<file path="src/design/lowest_free_slot_allocator_assert.svh">
// Assertion macros for the lowest free slot allocator.
// Used by the top level; expects clk and rst in scope.
`ifndef LOWEST_FREE_SLOT_ALLOCATOR_ASSERT_SVH
`define LOWEST_FREE_SLOT_ALLOCATOR_ASSERT_SVH

// same-cycle implication
`define LFSA_ASSERT_IMPL(label, ante, cons, msg) \
  label: assert property (@(posedge clk) disable iff (rst) (ante) |-> (cons)) \
    else $error(msg);

// next-cycle implication
`define LFSA_ASSERT_NEXT(label, ante, cons, msg) \
  label: assert property (@(posedge clk) disable iff (rst) (ante) |=> (cons)) \
    else $error(msg);

`endif

</file>
<file path="src/design/lfsa_pkg.sv">
// Shared types, codes and widths for the lowest free slot allocator.
// No dependencies.
`default_nettype none

package lfsa_pkg;

  localparam int SLOT_COUNT_DEF = 64;
  localparam int ID_COUNT_DEF   = 1024;

  localparam int CFG_W       = 7;
  localparam logic [CFG_W-1:0] CFG_RESET = 7'd64;

  localparam int ID_IN_W     = 10;
  localparam int IN_TDATA_W  = 16;

  localparam int OUT_SLOT_W  = 6;
  localparam int USE_W       = 11;
  localparam int OUT_USES_LO = OUT_SLOT_W;
  localparam int OUT_TDATA_W = 24;
  localparam logic [USE_W-1:0] USE_MAX = 11'd2047;

  localparam logic CMD_ARRIVE = 1'b0;
  localparam logic CMD_DEPART = 1'b1;

  typedef enum logic [1:0] {
    ST_GRANTED  = 2'd0,
    ST_REJECTED = 2'd1,
    ST_RELEASED = 2'd2,
    ST_IGNORED  = 2'd3
  } status_t;

  typedef struct packed {
    logic clear_en;
    logic load_item;
    logic load_slot;
    logic commit;
  } lfsa_cmd_t;

  typedef struct packed {
    logic clear_done;
    logic out_busy;
  } lfsa_stat_t;

endpackage

`default_nettype wire

</file>
<file path="src/design/lfsa_ctrl.sv">
// Sequencer for the allocator: clearing sweep, then accept/read/commit per item.
// Depends on lfsa_pkg.
`default_nettype none

module lfsa_ctrl (
  input  wire logic                clk,
  input  wire logic                rst,
  input  wire logic                s_tvalid,
  output logic                     s_tready,
  input  wire lfsa_pkg::lfsa_stat_t sts,
  output lfsa_pkg::lfsa_cmd_t      ctl
);

  import lfsa_pkg::*;

  typedef enum logic [3:0] {
    S_CLEAR = 4'b0001,
    S_IDLE  = 4'b0010,
    S_HOLD  = 4'b0100,
    S_COUNT = 4'b1000
  } state_t;

  state_t state, state_next;

  always_ff @(posedge clk) begin
    if (rst) begin
      state <= S_CLEAR;
    end else begin
      state <= state_next;
    end
  end

  always_comb begin
    state_next = state;
    ctl        = '0;
    s_tready   = 1'b0;
    unique case (state)
      S_CLEAR: begin
        ctl.clear_en = 1'b1;
        if (sts.clear_done) begin
          state_next = S_IDLE;
        end
      end
      S_IDLE: begin
        s_tready = 1'b1;
        if (s_tvalid) begin
          ctl.load_item = 1'b1;
          state_next    = S_HOLD;
        end
      end
      S_HOLD: begin
        ctl.load_slot = 1'b1;
        state_next    = S_COUNT;
      end
      S_COUNT: begin
        if (!sts.out_busy) begin
          ctl.commit = 1'b1;
          state_next = S_IDLE;
        end
      end
      default: begin
        state_next = S_CLEAR;
      end
    endcase
  end

endmodule

`default_nettype wire

</file>
<file path="config.mk">
export PLATFORM = sky130hd
export DESIGN_NAME = lfsa_ctrl
export DESIGN_NICKNAME = d
export VERILOG_FILES = /design/src/design/lowest_free_slot_allocator_assert.svh /design/src/design/lfsa_pkg.sv /design/src/design/lfsa_ctrl.sv
export SDC_FILE = /design/constraint.sdc
export NUM_CORES = 1
export LEC_CHECK = 0
export BUFFER_PORTS_ARGS = -buffer_cell sky130_fd_sc_hd__buf_4
export CORE_AREA = 2 2 39 41
export CTS_CLUSTER_SIZE = 14
export DETAILED_ROUTE_END_ITERATION = 8
export DIE_AREA = 0 0 41 43
export GPL_TIMING_DRIVEN = 0
export SLEW_MARGIN = 20
export SYNTH_ARGS = -nofsm -noshare
export SYNTH_HDL_FRONTEND = slang
export SYNTH_SLANG_ARGS = --single-unit
</file>
<file path="constraint.sdc">
create_clock -name clk -period 1.4 [get_ports clk]
set_input_delay 0.21 -clock clk [delete_from_list [all_inputs] [get_ports clk]]
set_output_delay 0.21 -clock clk [all_outputs]
set_load 0.02 [all_outputs]
</file>
==> results of run 1 <==
==> how the worst max path moves through the flow <==
stage                                     start  endpoint  slack [ns]  depth (start not counted)
after floorplan           state[0]$_SDFFE_PP1P_    ctl[0]      -0.009                          2
after global placement    state[3]$_SDFFE_PP0P_    ctl[0]       -0.02                          3
after detailed placement  state[3]$_SDFFE_PP0P_    ctl[0]       -0.01                          3
after CTS                 state[1]$_SDFFE_PP0P_    ctl[0]       -0.16                          3
after global routing      state[1]$_SDFFE_PP0P_    ctl[0]       -0.16                          3
final                     state[1]$_SDFFE_PP0P_    ctl[0]       -0.12                          3
==> stage by stage <==
step / total power, µW / hold slack, ns
detailed placement: 174 / 0.418
global route: 359 / 0.150
CTS: 333 / 0.156
finish: 334 / 0.164
floorplan: 153 / 0.293
global placement: 175 / 0.417
==> worst max-delay path, cell delays in order, from the launching register on <==
cell	delay, ns
dfxtp_4	0.34
or4b_4	0.53
nor2_4	0.09
buf_6	0.12
==> power breakdown <==
part	leakage, µW	switching (µW)	internal, µW
Sequential	0.0000347	4.28	117
Clock	0.0000138	45.5	95.8
Combinational	0.000142	32.8	38.6
Total	0.000190	82.7	251
==> kinds of logic after synthesis <==
| family | after synthesis | share of synthesized area (%) |
|---|---|---|
| simple gates | 12 | 39.2 |
| compound gates | 6 | 21.0 |
| flops | 4 | 36.4 |
| buf+inv | 2 | 3.41 |
==> final cells by class <==
class	count	area [µm²]	area share, %
inverter	2	7.51	1.68
tap	16	20.0	4.47
sequential	4	92.6	20.7
clock buffer	3	22.5	5.03
timing repair buffer	15	128	28.5
multi-input combinational	18	178	39.7
==> what timing repair did <==
action,in CTS,in global routing
pin swaps,4,4
gates resized for setup,10,8
endpoints found under the setup margin,4,5
gates cloned,0,0
buffers inserted,4,2
==> layer usage <==
metal | wire length (µm) | up-vias | share of wire [%]
met5 | 0 | - | 0
met1 | 279 | 129 | 40
met2 | 379 | 8 | 54
met4 | 0 | 0 | 0
li1 | - | 131 | -
met3 | 40 | 0 | 5.7
==> cells in the final DEF (no fill, tap or decap), drive strengths merged, types with 2 or more instances in the layout <==
cell / n
buf: 15
inv: 2
dfxtp: 4
clkbuf: 3
nor2: 2
==> Yosys cell counts <==
library cell / n / area (µm²)
and3_1: 1 / 6.26
nor4_1: 1 / 6.26
inv_1: 2 / 7.51
nor3_1: 1 / 5.00
nand2b_1: 1 / 6.26
and3b_1: 1 / 8.76
or4b_1: 1 / 10.0
o21ai_0: 1 / 5.00
nand3b_1: 1 / 7.51
nor4b_2: 1 / 15.0
nor2_1: 2 / 7.51
nor3b_1: 1 / 7.51
o21bai_1: 1 / 7.51
a32oi_1: 1 / 8.76
a211o_1: 1 / 8.76
a2111oi_0: 1 / 8.76
and2_1: 1 / 6.26
a21boi_1: 1 / 7.51
dfxtp_1: 4 / 80.1
==> out/metrics.yaml, run 1 <==
final_layout:
  largest_register: "state"
  largest_register_ffs: 4
  diodes: 0
  drive_above_1_share_pct: 66.7
  area_delta_synth_final_pct: 103
  utilization_pct: 32.4
  layout.nets: 49
  stdcell_count: 58
  fin_area_um2: 448
  reg_top3: "state: 4 flops"
  nFillCells: 142
logic_synthesis:
  syn_inst: 24
  syn-num-nets: 29
  avgSynthCellArea_um2: 9.18
  synth-seq-cells: 4
  ys_types: 19
  synth_warnings: 0
  synth_area_um2: 220
  seq_area_frac_synth_pct: 36.4
cts:
  postCtsHoldBufs: 0
  cts_sinks: 4
  numCtsBuffers: 3
  cts_buffer_depth: 2
  clk_latency_ns: 0.23
  cts-root-buf: "clkbuf_4"
  cts_tree: "yes"
  clkTransAtPathRegs_ns: 0.04
  htreeDepth: 1
worst_setup_path:
  critPathRequiredTime_ns: 1.19
  crit_type: "flop to primary output"
  worst-r2r-setup-slack_ns: 0.15
  arrival_ns: 1.31
  r2r_start: "state[0]$_SDFFE_PP1P_"
  crit_path_end_kind: "primary output"
  r2r_end: "state[3]$_SDFFE_PP0P_"
  r2r_cells: 4
  worst_setup_path_start_kind: "flop"
  cp_max_fo: 2
run_status:
  violations: "negative setup slack"
  outcome: "finished with violations"
placement:
  gp_congestion: 0.754
  dpl-instance-area_um2: 317
  post-place-ws_ns: -0.0120
  port_buffers: 9
  placedCellCount: 49
global_routing:
  grtUsageMet3_pct: 4.71
  overflow: 0
  grt_pass1_wl_um: 1070
  grt_max_degree: 9
  grt.busiest_layer: "met1"
  gr-usage-met2_pct: 11.6
  track_usage_pct: 9.36
  grt_pass1_vias: 245
  antenna_found_initial: 0
  use_met1_pct: 12.3
routing:
  drtIter0Drc: 6
  vias: 268
  drtAntennaViolNets: 0
  viasPerCell: 4.62
  wirelength_um: 699
  drt-wirelength-per-cell_um: 12.1
  first_pass_iters: 3
  drc_errors: 0
sta:
  relSlewSlack_pct: 74.0
  fin_crit_ns: 1.52
  tns_ns: -0.238
  fmax_mhz: 658
  setup_violations: 3
  rsz0062_at_grt: "true"
  drv_slew: 0
  timing.final.crit_share_pct: 109
  worst_pin_slew_ns: 0.380
  fin_ws_ns: -0.120
  finClkSkew_ns: 0.00289
  hold_viol_final: 0
min_path:
  hold_end: "state[3]$_SDFFE_PP0P_"
  hold_depth: 2
  hp-start: "rst"
  hold_path_class: "input port to flop"
floorplan:
  initial_core_util_pct: 15.9
  fp-row-count: 14
  die_y_um: 43
  die_area_mm2: 0.00176
  core_area_mm2: 0.00138
  io_pins: 10
  fp.dieW_um: 41
power:
  p_leak_uw: 0.000190
  vdd_drop_max_uv: 361
  powerDensity_mw_per_mm2: 745
run:
  maxCapViolCount: 0
Power figures use the tool's default switching activity.
==> run 2, diff against run 1 <==
==> constraint.sdc (replaced) <==
create_clock -name clk -period 1.3 [get_ports clk]
set_input_delay 0.195 -clock clk [delete_from_list [all_inputs] [get_ports clk]]
set_output_delay 0.195 -clock clk [all_outputs]
set_load 0.02 [all_outputs]
==> run 2 against run 1 <==
Against the previous run: the run still ends with negative setup slack left; critical path depth unchanged; final area increased by 4.5%; power increased by 10%; combinational power increased by 9.8%; sequential share of layout area decreased by 0.35 points; sequential power increased by 6%; cell count increased by 1.7%; via count increased by 1.5%; first-iteration DRC count decreased by 50%; largest cell class unchanged; largest power group unchanged; highest routed layer is now met4.
==> out/metrics.yaml, run 2 (synthesized netlist as in run 1, its figures left out) <==
sta:
  hold_viol_final: 0
  fin_ws_ns: -0.211
  timing.final.crit_share_pct: 116
  timing.hold.ws_ns: 0.130
  setup_violations: 5
  drv_slew: 0
  fin_crit_ns: 1.51
  fmax_mhz: 662
  worst_pin_slew_ns: 0.311
  finClkSkew_ns: 0.00278
  rsz0062_at_grt: "true"
  relSlewSlack_pct: 78.7
routing:
  drt-wirelength-per-cell_um: 12.7
  drtIter0Drc: 3
  viasPerCell: 4.61
  wirelength_um: 747
  drc_errors: 0
  vias: 272
  first_pass_iters: 2
  drtAntennaViolNets: 0
worst_setup_path:
  cp_top_family: "simple AND/OR/NAND/NOR gates"
  cp_max_fo: 2
  crit_path_end_kind: "primary output"
  worst_setup_path_start_kind: "flop"
  crit_path_top_delay_cell: "or4b_4"
  critPathRequiredTime_ns: 1.11
  cp_slowest_stage_delay_ns: 0.53
  cp_cell_sequence: "or4b_4 > nor2_4 > buf_6"
  crit_type: "flop to primary output"
  worst-r2r-setup-slack_ns: 0.08
  cp.buffers_inverters: 1
  arrival_ns: 1.32
cts:
  cts_tree: "yes"
  clkTransAtPathRegs_ns: 0.04
  clk_latency_ns: 0.24
  numCtsBuffers: 3
  cts_buffer_depth: 2
  cts_sinks: 4
  postCtsHoldBufs: 0
  cts-root-buf: "clkbuf_4"
  htreeDepth: 1
global_routing:
  overflow: 0
  track_usage_pct: 10.6
  grt_pass1_vias: 273
  grt_max_degree: 9
  antenna_found_initial: 0
  grt_pass1_wl_um: 1190
run_status:
  outcome: "finished with violations"
  violations: "negative setup slack"
final_layout:
  most-common-layout-cells: "buf_4 (10), buf_6 (6), dfxtp_4 (4)"
  drive_above_1_share_pct: 69.8
  area.sequential_um2: 95.1
  largest_register: "state"
  area_delta_synth_final_pct: 113
  nFillCells: 147
  largest_register_ffs: 4
  layout.nets: 50
  reg_top3: "state: 4 flops"
  final_common_cell: "buf_4"
  diodes: 0
  multi_input_area_um2: 180
floorplan:
  die_y_um: 43
  die_area_mm2: 0.00176
  core_area_mm2: 0.00138
  fp-row-count: 14
  initial_core_util_pct: 15.9
  fp.dieW_um: 41
  io_pins: 10
placement:
  port_buffers: 9
  gp_congestion: 0.691
  dp_hpwl_um: 427
power:
  powerDensity_mw_per_mm2: 787
  total_power_uw: 368
  p_leak_uw: 0.000200
  vdd_drop_max_uv: 373
min_path:
  hold_path_class: "input port to flop"
run:
  maxCapViolCount: 0
==> run 2: cell count changes in the layout (fill, tap and decap cells not counted) <==
| cell | before | now |
|---|---|---|
| and2_1 | 1 | 0 |
| and2_4 | 0 | 1 |
| buf_4 | 11 | 10 |
| buf_6 | 4 | 6 |
| dfxtp_2 | 1 | 0 |
| dfxtp_4 | 3 | 4 |
==> run 2: per-stage QoR <==
stage / setup TNS (ns) / setup WS (ns) / instances / util (%) / instance area, µm²
final: -0.560 / -0.211 / 59 / 33.8 / 468
after global routing: -0.787 / -0.250 / 59 / 33.8 / 468
after CTS: -0.534 / -0.241 / 56 / 30.9 / 428
after detailed placement: -0.153 / -0.153 / 49 / 23.9 / 330
after global placement: -0.160 / -0.160 / 49 / 23.9 / 330
after floorplan: -0.0596 / -0.0225 / 24 / - / 243
==> run 2: where the power goes <==
group	total (µW)	internal [µW]	switching, µW
clock network	162	104	58.3
logic	78.5	42.1	36.4
registers	128	124	4.06
==> run 2: final timing paths <==
path                                             from                    end  cells after the start
worst max-delay path            state[1]$_SDFFE_PP0P_                 ctl[0]                      3
worst min-delay path                              rst  state[3]$_SDFFE_PP0P_                      2
worst max register to register  state[1]$_SDFFE_PP0P_  state[0]$_SDFFE_PP1P_                      4
worst min register to register  state[3]$_SDFFE_PP0P_  state[3]$_SDFFE_PP0P_                      2
==> run 2: metal layers <==
layer / vias to the layer above / global-route usage (%) / share of wire, %
li1: 132 / - / -
met1: 128 / 12.6 / 37
met2: 7 / 14.1 / 56
met3: 5 / 3.14 / 3.6
met4: 0 / 10.0 / 3.9
met5: - / 0 / 0
==> run 2: area by class of cell <==
class / count / share of cell area, %
clock buffers: 3 / 4.81
inverters: 2 / 1.60
multi-input cells: 18 / 38.5
flip-flops and latches: 4 / 20.3
well taps: 16 / 4.28
repair buffers: 16 / 30.5
==> run 2: what timing repair did <==
| action | in CTS | in global routing |
|---|---|---|
| pin swaps | 5 | 4 |
| endpoints found under the setup margin | 5 | 5 |
| setup buffers | 4 | 3 |
| resized for setup | 15 | 4 |
| cloned | 0 | 0 |
